`src/rtl/u8d_pkg.sv`:
```
// Package for the UTF-8 stream decoder: byte-class bounds, the replacement
// scalar and the result beat type. No dependencies.
`default_nettype none

package u8d_pkg;

  localparam int unsigned CpW  = 21;
  localparam int unsigned PosW = 32;
  localparam int unsigned UseW = 3;

  localparam logic [CpW-1:0] ReplChar = 21'h00FFFD;

  localparam logic [7:0] AsciiTop  = 8'h80;
  localparam logic [7:0] Lead2Lo   = 8'hC2;
  localparam logic [7:0] Lead2Hi   = 8'hDF;
  localparam logic [7:0] Lead3Lo   = 8'hE0;
  localparam logic [7:0] Lead3Hi   = 8'hEF;
  localparam logic [7:0] Lead4Lo   = 8'hF0;
  localparam logic [7:0] Lead4Hi   = 8'hF4;
  localparam logic [7:0] LeadSurr  = 8'hED;
  localparam logic [7:0] ContLo    = 8'h80;
  localparam logic [7:0] ContHi    = 8'hBF;
  localparam logic [7:0] ContLoE0  = 8'hA0;
  localparam logic [7:0] ContHiED  = 8'h9F;
  localparam logic [7:0] ContLoF0  = 8'h90;
  localparam logic [7:0] ContHiF4  = 8'h8F;
  localparam logic [7:0] ContMask  = 8'h3F;
  localparam logic [7:0] Lead2Mask = 8'h1F;
  localparam logic [7:0] Lead3Mask = 8'h0F;
  localparam logic [7:0] Lead4Mask = 8'h07;

  typedef struct packed {
    logic [CpW-1:0]  cp;
    logic            ok;
    logic [UseW-1:0] used;
    logic [PosW-1:0] start;
    logic            fin;
  } res_t;

endpackage

`default_nettype wire

```
`src/rtl/utf8_stream_decoder.sv`:
```
// UTF-8 stream decoder, top level: input register, decode logic, two-beat
// result queue. Depends on u8d_pkg.
`default_nettype none

// Usage
//   Input channel: one stream byte per beat (data_byte_i, end_of_stream_i),
//   taken when in_valid_i is high and in_stall_o is low. end_of_stream_i marks
//   the last byte; after it the stream offset starts again from zero.
//   Output channel: one beat per code point or ill-formed subpart, taken when
//   out_valid_o is high and out_stall_i is low. Ill-formed input gives U+FFFD
//   with well_formed_o low; final_result_o flags the last beat of an end byte.
//   Path: a taken byte is registered in the input register, decoded from there
//   combinationally, and its first result beat is registered in the result queue.
//   Throughput: one byte per cycle while the result queue has room. A byte that
//   breaks an open sequence gives two beats when it is itself ASCII or a bad
//   lead, or when as the end byte it opens a sequence that is then cut off.
//   The two-entry result queue absorbs them and, with the receiver taking every
//   beat, the input holds only while the queue drains one beat a cycle.
//   Stall: a stalled output keeps its beat; decoding goes on while the queue
//   has room for a byte's beats, then in_stall_o rises and the byte waits.
//   Reset: asynchronous, active low; empties the input register and the
//   queue and returns the decoder to "no sequence open, offset zero".
module utf8_stream_decoder
  import u8d_pkg::*;
(
  input  wire logic            clk_i,
  input  wire logic            rst_ni,
  input  wire logic            in_valid_i,
  output logic                 in_stall_o,
  input  wire logic [7:0]      data_byte_i,
  input  wire logic            end_of_stream_i,
  output logic                 out_valid_o,
  input  wire logic            out_stall_i,
  output logic [CpW-1:0]       code_point_o,
  output logic                 well_formed_o,
  output logic [UseW-1:0]      bytes_used_o,
  output logic [PosW-1:0]      start_offset_o,
  output logic                 final_result_o
);

  // Input register
  logic       in_vld_q, in_vld_d;
  logic [7:0] byte_q;
  logic       eos_q;

  // Decoder state
  logic [1:0]      need_q, need_d;
  logic [7:0]      lo_q, lo_d, hi_q, hi_d;
  logic [CpW-1:0]  ps_q, ps_d;
  logic [UseW-1:0] taken_q, taken_d;
  logic [PosW-1:0] pos_q, pos_d;
  logic [PosW-1:0] seq_q, seq_d;

  // Result queue, head in entry 0
  res_t       q_q [2];
  res_t       q_d [2];
  logic [1:0] cnt_q, cnt_d;

  res_t       r [2];
  logic [1:0] nres;
  logic       pop, proc, accept;
  logic [1:0] base, free;

  // Decode of the byte in the input register against the open sequence.
  always_comb begin
    logic [7:0] b;
    logic       in_range;
    logic [1:0] n;
    logic [1:0] need_m;
    res_t       x;
    b        = byte_q;
    in_range = (b >= lo_q) && (b <= hi_q);
    n        = 2'd0;
    need_m   = need_q;
    r[0]     = '0;
    r[1]     = '0;
    need_d   = need_q;
    lo_d     = lo_q;
    hi_d     = hi_q;
    ps_d     = ps_q;
    taken_d  = taken_q;
    seq_d    = seq_q;
    x        = '0;

    if (need_q != 2'd0 && in_range) begin
      ps_d    = {ps_q[CpW-7:0], b[5:0] & ContMask[5:0]};
      taken_d = taken_q + 3'd1;
      need_m  = need_q - 2'd1;
      need_d  = need_m;
      lo_d    = ContLo;
      hi_d    = ContHi;
      if (need_m == 2'd0) begin
        x = '{cp: ps_d, ok: 1'b1, used: taken_d, start: seq_q, fin: 1'b0};
        r[n[0]] = x;
        n       = n + 2'd1;
        ps_d    = '0;
        taken_d = '0;
      end
    end else begin
      if (need_q != 2'd0) begin
        // broken sequence: replace what was taken, re-read this byte as lead
        x = '{cp: ReplChar, ok: 1'b0, used: taken_q, start: seq_q, fin: 1'b0};
        r[n[0]] = x;
        n       = n + 2'd1;
      end
      need_d  = 2'd0;
      lo_d    = ContLo;
      hi_d    = ContHi;
      ps_d    = '0;
      taken_d = '0;
      seq_d   = pos_q;
      if (b < AsciiTop) begin
        x = '{cp: {13'd0, b}, ok: 1'b1, used: 3'd1, start: pos_q, fin: 1'b0};
        r[n[0]] = x;
        n       = n + 2'd1;
      end else if (b >= Lead2Lo && b <= Lead2Hi) begin
        need_d  = 2'd1;
        ps_d    = {13'd0, b & Lead2Mask};
        taken_d = 3'd1;
      end else if (b >= Lead3Lo && b <= Lead3Hi) begin
        need_d  = 2'd2;
        ps_d    = {13'd0, b & Lead3Mask};
        taken_d = 3'd1;
        if (b == Lead3Lo)  lo_d = ContLoE0;
        if (b == LeadSurr) hi_d = ContHiED;
      end else if (b >= Lead4Lo && b <= Lead4Hi) begin
        need_d  = 2'd3;
        ps_d    = {13'd0, b & Lead4Mask};
        taken_d = 3'd1;
        if (b == Lead4Lo) lo_d = ContLoF0;
        if (b == Lead4Hi) hi_d = ContHiF4;
      end else begin
        x = '{cp: ReplChar, ok: 1'b0, used: 3'd1, start: pos_q, fin: 1'b0};
        r[n[0]] = x;
        n       = n + 2'd1;
      end
    end

    if (eos_q) begin
      if (need_d != 2'd0) begin
        // truncated at end of stream
        x = '{cp: ReplChar, ok: 1'b0, used: taken_d, start: seq_d, fin: 1'b0};
        r[n[0]] = x;
        n       = n + 2'd1;
      end
      if (n != 2'd0) r[1'(n - 2'd1)].fin = 1'b1;
      need_d  = 2'd0;
      lo_d    = ContLo;
      hi_d    = ContHi;
      ps_d    = '0;
      taken_d = '0;
      seq_d   = '0;
      pos_d   = '0;
    end else begin
      pos_d = pos_q + 32'd1;
    end
    nres = n;
  end

  // Handshake and queue bookkeeping
  assign pop        = (cnt_q != 2'd0) && !out_stall_i;
  assign base       = cnt_q - {1'b0, pop};
  assign free       = 2'd2 - base;
  assign proc       = in_vld_q && (nres <= free);
  assign in_stall_o = in_vld_q && !proc;
  assign accept     = in_valid_i && !in_stall_o;
  assign in_vld_d   = accept ? 1'b1 : (proc ? 1'b0 : in_vld_q);

  always_comb begin
    q_d[0] = pop ? q_q[1] : q_q[0];
    q_d[1] = q_q[1];
    cnt_d  = base;
    if (proc) begin
      for (int i = 0; i < 2; i++) begin
        if (nres != 2'd0 && base == 2'(i)) q_d[i] = r[0];
        if (nres == 2'd2 && (base + 2'd1) == 2'(i)) q_d[i] = r[1];
      end
      cnt_d = base + nres;
    end
  end

  always_ff @(posedge clk_i or negedge rst_ni) begin
    if (!rst_ni) begin
      in_vld_q <= 1'b0;
      cnt_q    <= 2'd0;
      need_q   <= 2'd0;
      lo_q     <= ContLo;
      hi_q     <= ContHi;
      ps_q     <= '0;
      taken_q  <= '0;
      pos_q    <= '0;
      seq_q    <= '0;
    end else begin
      in_vld_q <= in_vld_d;
      cnt_q    <= cnt_d;
      if (proc) begin
        need_q  <= need_d;
        lo_q    <= lo_d;
        hi_q    <= hi_d;
        ps_q    <= ps_d;
        taken_q <= taken_d;
        pos_q   <= pos_d;
        seq_q   <= seq_d;
      end
    end
  end

  // Payload registers, no reset
  always_ff @(posedge clk_i) begin
    if (accept) begin
      byte_q <= data_byte_i;
      eos_q  <= end_of_stream_i;
    end
    q_q[0] <= q_d[0];
    q_q[1] <= q_d[1];
  end

  assign out_valid_o    = cnt_q != 2'd0;
  assign code_point_o   = q_q[0].cp;
  assign well_formed_o  = q_q[0].ok;
  assign bytes_used_o   = q_q[0].used;
  assign start_offset_o = q_q[0].start;
  assign final_result_o = q_q[0].fin;

endmodule

`default_nettype wire

```
`config.mk`:
```
export PLATFORM = sky130hd
export DESIGN_NAME = utf8_stream_decoder
export DESIGN_NICKNAME = d
export VERILOG_FILES = /design/src/rtl/u8d_pkg.sv /design/src/rtl/utf8_stream_decoder.sv
export SDC_FILE = /design/constraint.sdc
export NUM_CORES = 1
export LEC_CHECK = 0
export ABC_CLOCK_PERIOD_IN_PS = 13310
export BUFFER_PORTS_ARGS = -buffer_cell sky130_fd_sc_hd__clkbuf_2
export CORE_MARGIN = 2
export CORE_UTILIZATION = 66
export CTS_CLUSTER_DIAMETER = 30
export DETAILED_ROUTE_END_ITERATION = 10
export PLACE_DENSITY = 0.85
export REMOVE_ABC_BUFFERS = 1
export SLEW_MARGIN = 5
export SYNTH_ARGS = -nofsm -noshare
export SYNTH_HDL_FRONTEND = slang
export SYNTH_SLANG_ARGS = --single-unit
```
`constraint.sdc`:
```
create_clock -name clk_i -period 13.31 [get_ports clk_i]
set_clock_uncertainty 0.15 [all_clocks]
set_input_delay 1.9965 -clock clk_i [delete_from_list [all_inputs] [get_ports clk_i]]
set_output_delay 1.9965 -clock clk_i [all_outputs]
set_load 0.01 [all_outputs]
```
==> flow_metrics.env, run 1 <==
export IMPL_hold_end="hi_q[4]$_DFFE_PN1P_"
export IMPL_initial_core_util=0.678
export IMPL_ys_seq_area_frac=0.462
export IMPL_hpwlAfterDp_um=17100
export IMPL_ctsResizeCount=0
export IMPL_fmaxAchievable_mhz=134
export IMPL_irDropWorstVdd_mv=0.249
export IMPL_finalInstanceArea_um2=13400
export IMPL_core_area_um2=17400
export IMPL_finalCriticalPeriod_ns=7.45
export IMPL_die_area_um2=19000
export IMPL_num_antenna_cells=0
export IMPL_die_w_um=138
export IMPL_htree_levels=2
export IMPL_grtUsageTotal=0.327
export IMPL_period_share=0.560
export IMPL_syn2layout_area_growth_pct=13.1
export IMPL_rsz0062_at_grt="no"
export IMPL_hold_viol_final=0
export IMPL_r2r_start="byte_q[4]$_DFFE_PP_"
export IMPL_cts_sinks=216
export IMPL_synth_main_ff_cell="dfrtp_1"
export IMPL_outcome="completed"
export IMPL_synth_edff_count=67
export IMPL_netlist_cell_type_count=69
export IMPL_final_util=0.767
export IMPL_cts_made_buffers=43
export IMPL_synth_area_um2=11800
export IMPL_num_rows=48
export IMPL_place_area_um2=11800
export IMPL_clkSlewWorstSetupHoldPaths_ns=0.05
export IMPL_multi_input_area_um2=5440
export IMPL_num_fill_cells=1164
export IMPL_dp_cells=1422
export IMPL_num_vias=10100
export IMPL_max_cap_violations=0
export IMPL_final_cell_mix="nand2_1 (118), o21ai_0 (111), a21oi_1 (110)"
export IMPL_cp_max_fo=83
export IMPL_holdWs_ns=0.332
export IMPL_fin_nets=1272
export IMPL_die_y_um=138
export IMPL_dp_slack_ns=6.05
export IMPL_slew_violations=0
export IMPL_worstHoldStart="hi_q[4]$_DFFE_PN1P_"
export IMPL_crit_type="flop to output pin"
export IMPL_gp_congestion=0.921
export IMPL_synth_area_per_cell_um2=9.34
export IMPL_root_buffer="clkbuf_16"
export IMPL_hold_buffers=0
export IMPL_final_common_cell="nand2_1"
export IMPL_drt_first_pass_iters=6
export IMPL_powerDensity_nw_per_um2=290
export IMPL_leakage_nw=5.31
export IMPL_grt_pass1_vias=9825
export IMPL_start_kind="flop"
export IMPL_antenna_found_initial=0
export IMPL_worstHoldPathCells=2
export IMPL_worst_pin_slew_ns=1.08
export IMPL_wl_um=30200
export IMPL_ys_seq_elements=216
export IMPL_clkLatencyLatePin_ns=0.52
export IMPL_layout_drive_gt1_share=0.155
export IMPL_ff2ff_path_depth=15
export IMPL_detail_route_antenna_nets=0
export IMPL_drtIter0Drc=1111
export IMPL_cts_setup_buffers=0
export IMPL_final_cell_count_no_fill=1502
export IMPL_worstReg2RegEnd="q_q[0][88]$_DFFE_PP_"
export IMPL_cts_buffer_depth=3
export IMPL_yosysWarnings=0
export IMPL_cts_tree="built"
export IMPL_grt_pass1_wl_um=49000
export IMPL_grt_overflow_total=0
export IMPL_fin_setup_tns_ns=0
export IMPL_hp_class="flop to flop"
export IMPL_relSlewSlack=0.275
export IMPL_async_flop_share=0.421
export IMPL_ios=73
export IMPL_io_buffers=72
export IMPL_worstPathRequired_ns=11.16
export IMPL_power_mw=3.88
export IMPL_setup_viol=0
export IMPL_seqCellArea_um2=5450
export IMPL_setup_slack_ns=5.86
export IMPL_r2r_setup_slack_ns=6.32
export IMPL_wl_per_cell_um=20.1
export IMPL_netlist_instances=1265
export IMPL_crit_arrival_ns=5.31
export IMPL_drcViolationCount=0
export IMPL_avgViaCountPerCell=6.71
export IMPL_setup_worst_path_end_class="output pin"
export IMPL_grt_max_degree=88
==> worst max-delay path, cell delays in order, from the launching register on <==
cell and delay, ns:
edfxtp_1 0.57, inv_1 0.18, ha_1 0.32, nand4_1 0.21, a211oi_4 0.29, buf_4 0.77
mux2i_2 0.55, nand3_1 0.49, xnor2_2 0.36, ha_1 0.28, nor2b_1 0.14, o22ai_1 0.25
inv_1 0.09, nand2_1 0.12, inv_1 0.05, clkbuf_2 0.12
==> cells by family after synthesis <==
group           share of synthesized area
mux                                0.0471
compound gates                      0.216
xor+xnor                           0.0162
simple gates                        0.157
buf+inv                            0.0833
fa+ha+maj                          0.0189
flops                               0.462
==> Yosys cell counts, types with 40 or more instances <==
| library cell | n | area share |
|---|---|---|
| o21ai_0 | 111 | 0.047 |
| clkbuf_1 | 59 | 0.019 |
| mux2i_1 | 52 | 0.044 |
| dfxtp_1 | 58 | 0.098 |
| nor2_1 | 49 | 0.016 |
| dfrtp_1 | 89 | 0.19 |
| edfxtp_1 | 67 | 0.17 |
| nor3_1 | 53 | 0.022 |
| a21oi_1 | 110 | 0.047 |
| o221ai_1 | 40 | 0.030 |
| nand2_1 | 119 | 0.038 |
| a22oi_1 | 64 | 0.041 |
| buf_4 | 57 | 0.036 |
==> where the power goes <==
part	switching [mW]	internal, mW	total (mW)
Combinational	1.14	0.482	1.62
Clock	0.363	0.757	1.12
Sequential	0.148	0.991	1.14
==> how the worst max path moves through the flow <==
stage / from / to / slack (ns) / cells past startpoint
2_1_floorplan: byte_q[5]$_DFFE_PP_ / q_q[0][100]$_DFFE_PP_ / 0.16 / 13
3_3_place_gp: out_stall_i / in_stall_o / 6.10 / 15
3_5_place_dp: out_stall_i / q_q[0][80]$_DFFE_PP_ / 6.05 / 15
4_1_cts: out_stall_i / in_stall_o / 5.87 / 15
5_1_grt: byte_q[4]$_DFFE_PP_ / in_stall_o / 5.53 / 15
6_report: byte_q[4]$_DFFE_PP_ / in_stall_o / 5.86 / 15
==> registers in the layout, summed over array words and instances, names as in the netlist, 2 cells and up <==
register	cells
taken_q	3
q_q	116
cnt_q	2
byte_q	8
pos_q	32
hi_q	2
need_q	2
lo_q	2
ps_q	15
seq_q	32
==> routing by layer <==
metal  GRT usage  vias up  wire length, µm
met5           0        -                0
met4       0.142        0             1010
met3      0.0688      108             2690
met2       0.540      582            14600
met1       0.418     4822            11900
li1            -     4572                -
==> layout make-up <==
cell class                 instances  share of cell area
timing repair buffer              90              0.0373
clock inverter                    26              0.0218
tap                              225              0.0211
clock buffer                      54              0.0946
sequential                       216               0.408
inverter                          34             0.00955
multi-input combinational        857               0.407
(Power assumes the default switching activity.)
==> inputs of run 2 (changes only) <==
ABC_CLOCK_PERIOD_IN_PS = 6900   (was 13310)
CORE_UTILIZATION = 61   (was 66)
PLACE_DENSITY = 0.79   (was 0.85)
clock period = 6.9 ns   (was 13.31 ns; I/O delays follow)
==> run 2 against run 1 <==
  * Flip-flop and latch count did not move
  * Setup slack got worse by 5.1 ns
  * Clock power rose by 77%
  * Largest power group unchanged
==> flow_metrics.env, run 2 (synthesis results as in run 1) <==
export IMPL_grtUsageTotal=0.293
export IMPL_wl_um=29900
export IMPL_syn2layout_area_growth_pct=12.5
export IMPL_grt_overflow_total=0
export IMPL_setup_viol=0
export IMPL_ctsResizeCount=0
export IMPL_num_vias=9739
export IMPL_cts_tree="built"
export IMPL_wl_met3_um=2120
export IMPL_hp_class="primary input to asynchronous set/reset pin"
export IMPL_power_mw=7.35
export IMPL_start_kind="flop"
export IMPL_gp_congestion=0.910
export IMPL_wl_per_cell_um=19.4
export IMPL_finalCriticalPeriod_ns=6.11
export IMPL_cts_buffer_depth=3
export IMPL_cp_max_fo=29
export IMPL_drtIter0Drc=817
export IMPL_irDropWorstVdd_mv=0.467
export IMPL_initial_core_util=0.627
export IMPL_finalInstanceArea_um2=13300
export IMPL_grt_max_degree=76
export IMPL_clkSlewWorstSetupHoldPaths_ns=0.05
export IMPL_rsz0062_at_grt="no"
export IMPL_avgViaCountPerCell=6.32
export IMPL_cp_num_buf_inv=3
export IMPL_crit_type="flop to flop"
export IMPL_die_area_um2=20500
export IMPL_crit_path_top_delay_cell="a221oi_1"
export IMPL_hpwlAfterDp_um=17900
export IMPL_layout_drive_gt1_share=0.152
export IMPL_critPathMaxStageDelay_ns=0.60
export IMPL_met2_length_um=14400
export IMPL_period_share=0.886
export IMPL_final_cell_mix="nand2_1 (118), o21ai_0 (111), a21oi_1 (110)"
export IMPL_largest_reg_flops=116
export IMPL_grt_pass1_wl_um=48100
export IMPL_io_buffers=72
export IMPL_clkLatencyLatePin_ns=0.52
export IMPL_ios=73
export IMPL_fin_setup_tns_ns=0
export IMPL_hold_viol_final=0
export IMPL_num_antenna_cells=0
export IMPL_fmaxAchievable_mhz=164
export IMPL_worst_pin_slew_ns=1.00
export IMPL_die_y_um=143
export IMPL_outcome="completed"
export IMPL_cts_setup_buffers=0
export IMPL_top_regs="q_q: 116 flops, pos_q: 32 flops, seq_q: 32 flops"
export IMPL_max_cap_violations=0
export IMPL_top_register="q_q"
export IMPL_core_area_um2=18800
export IMPL_slew_violations=0
export IMPL_grt_pass1_vias=9410
export IMPL_drcViolationCount=0
export IMPL_cts_made_buffers=42
export IMPL_hold_buffers=0
export IMPL_path_cells="inv_1 > ha_1 > inv_1 > a221oi_1 > a2111oi_2 > a41oi_2 > nand3_1 > xnor2_2 > ha_1 > nor2b_1 > o22ai_1 > and2_1 > o21ai_0 > a211oi_4 > buf_4"
export IMPL_routed_top_layer="met4"
export IMPL_worstPathRequired_ns=6.90
export IMPL_drt_met1_wl_um=12700
export IMPL_final_common_cell="nand2_1"
export IMPL_root_buffer="clkbuf_16"
export IMPL_critical_path_top_delay_family="compound AO/OA/AOI/OAI gates"
export IMPL_crit_arrival_ns=6.11
export IMPL_die_w_um=143
export IMPL_powerDensity_nw_per_um2=553
export IMPL_detail_route_antenna_nets=0
export IMPL_leakage_nw=5.28
export IMPL_setup_worst_path_end_class="flop"
export IMPL_fin_nets=1278
export IMPL_cts_sinks=216
export IMPL_num_rows=50
export IMPL_antenna_found_initial=0
export IMPL_htree_levels=2
export IMPL_drt_first_pass_iters=5
export IMPL_place_area_um2=11900
export IMPL_relSlewSlack=0.313
==> run 2: cell types whose count changed in the layout (fill, tap and decap cells not counted) <==
| cell | previous run | this run |
|---|---|---|
| clkbuf_16 | 48 | 46 |
| clkbuf_1 | 2 | 7 |
| nor3_2 | 2 | 1 |
| buf_4 | 19 | 26 |
| nor3_1 | 51 | 52 |
| inv_6 | 4 | 1 |
| clkinv_4 | 6 | 2 |
| clkbuf_8 | 4 | 1 |
| clkinv_1 | 0 | 1 |
| clkinv_2 | 5 | 13 |
| clkinv_8 | 1 | 0 |
| bufinv_16 | 4 | 3 |
| clkinvlp_4 | 4 | 1 |
==> run 2: report_power, final <==
group	internal, mW	switching (mW)
logic	0.967	2.21
registers	1.91	0.278
clock network	1.33	0.656
total	4.20	3.15
==> run 2: routing by layer <==
| layer | track usage | up-vias |
|---|---|---|
| met5 | 0 | - |
| met4 | 0.110 | 0 |
| met3 | 0.0533 | 56 |
| met2 | 0.474 | 399 |
| met1 | 0.397 | 4702 |
| li1 | - | 4582 |
==> run 2: cell type report <==
cell class,count,area [µm²]
fillers,1406,5540
flip-flops and latches,216,5450
multi-input cells,857,5440
clock buffers,54,1190
repair buffers,97,551
well taps,260,325
clock inverters,23,205
inverters,34,128
==> run 2: worst paths after layout <==
kind | from | endpoint | slack (ns) | cells past startpoint
max | byte_q[4]$_DFFE_PP_ | q_q[0][77]$_DFFE_PP_ | 0.79 | 15
min reg2reg | hi_q[4]$_DFFE_PN1P_ | hi_q[4]$_DFFE_PN1P_ | 0.34 | 2
min | rst_ni | ps_q[7]$_DFFE_PN0P_ | 0.25 | 1
min in group clk_i | hi_q[4]$_DFFE_PN1P_ | hi_q[4]$_DFFE_PN1P_ | 0.34 | 2
max in group asynchronous | rst_ni | seq_q[8]$_DFFE_PN0P_ | 5.07 | 2
max reg2reg | byte_q[4]$_DFFE_PP_ | q_q[0][77]$_DFFE_PP_ | 0.79 | 15
==> run 2: per-stage QoR <==
step / setup slack (ns) / instances / util / hold slack [ns]
4_1_cts: 0.820 / 1541 / 0.706 / 0.240
2_1_floorplan: -6.25 / 1107 / - / 0.304
3_5_place_dp: 0.861 / 1464 / 0.632 / 0.335
5_1_grt: 0.287 / 1541 / 0.706 / 0.256
3_3_place_gp: 0.969 / 1464 / 0.632 / 0.322
6_report: 0.790 / 1541 / 0.706 / 0.246
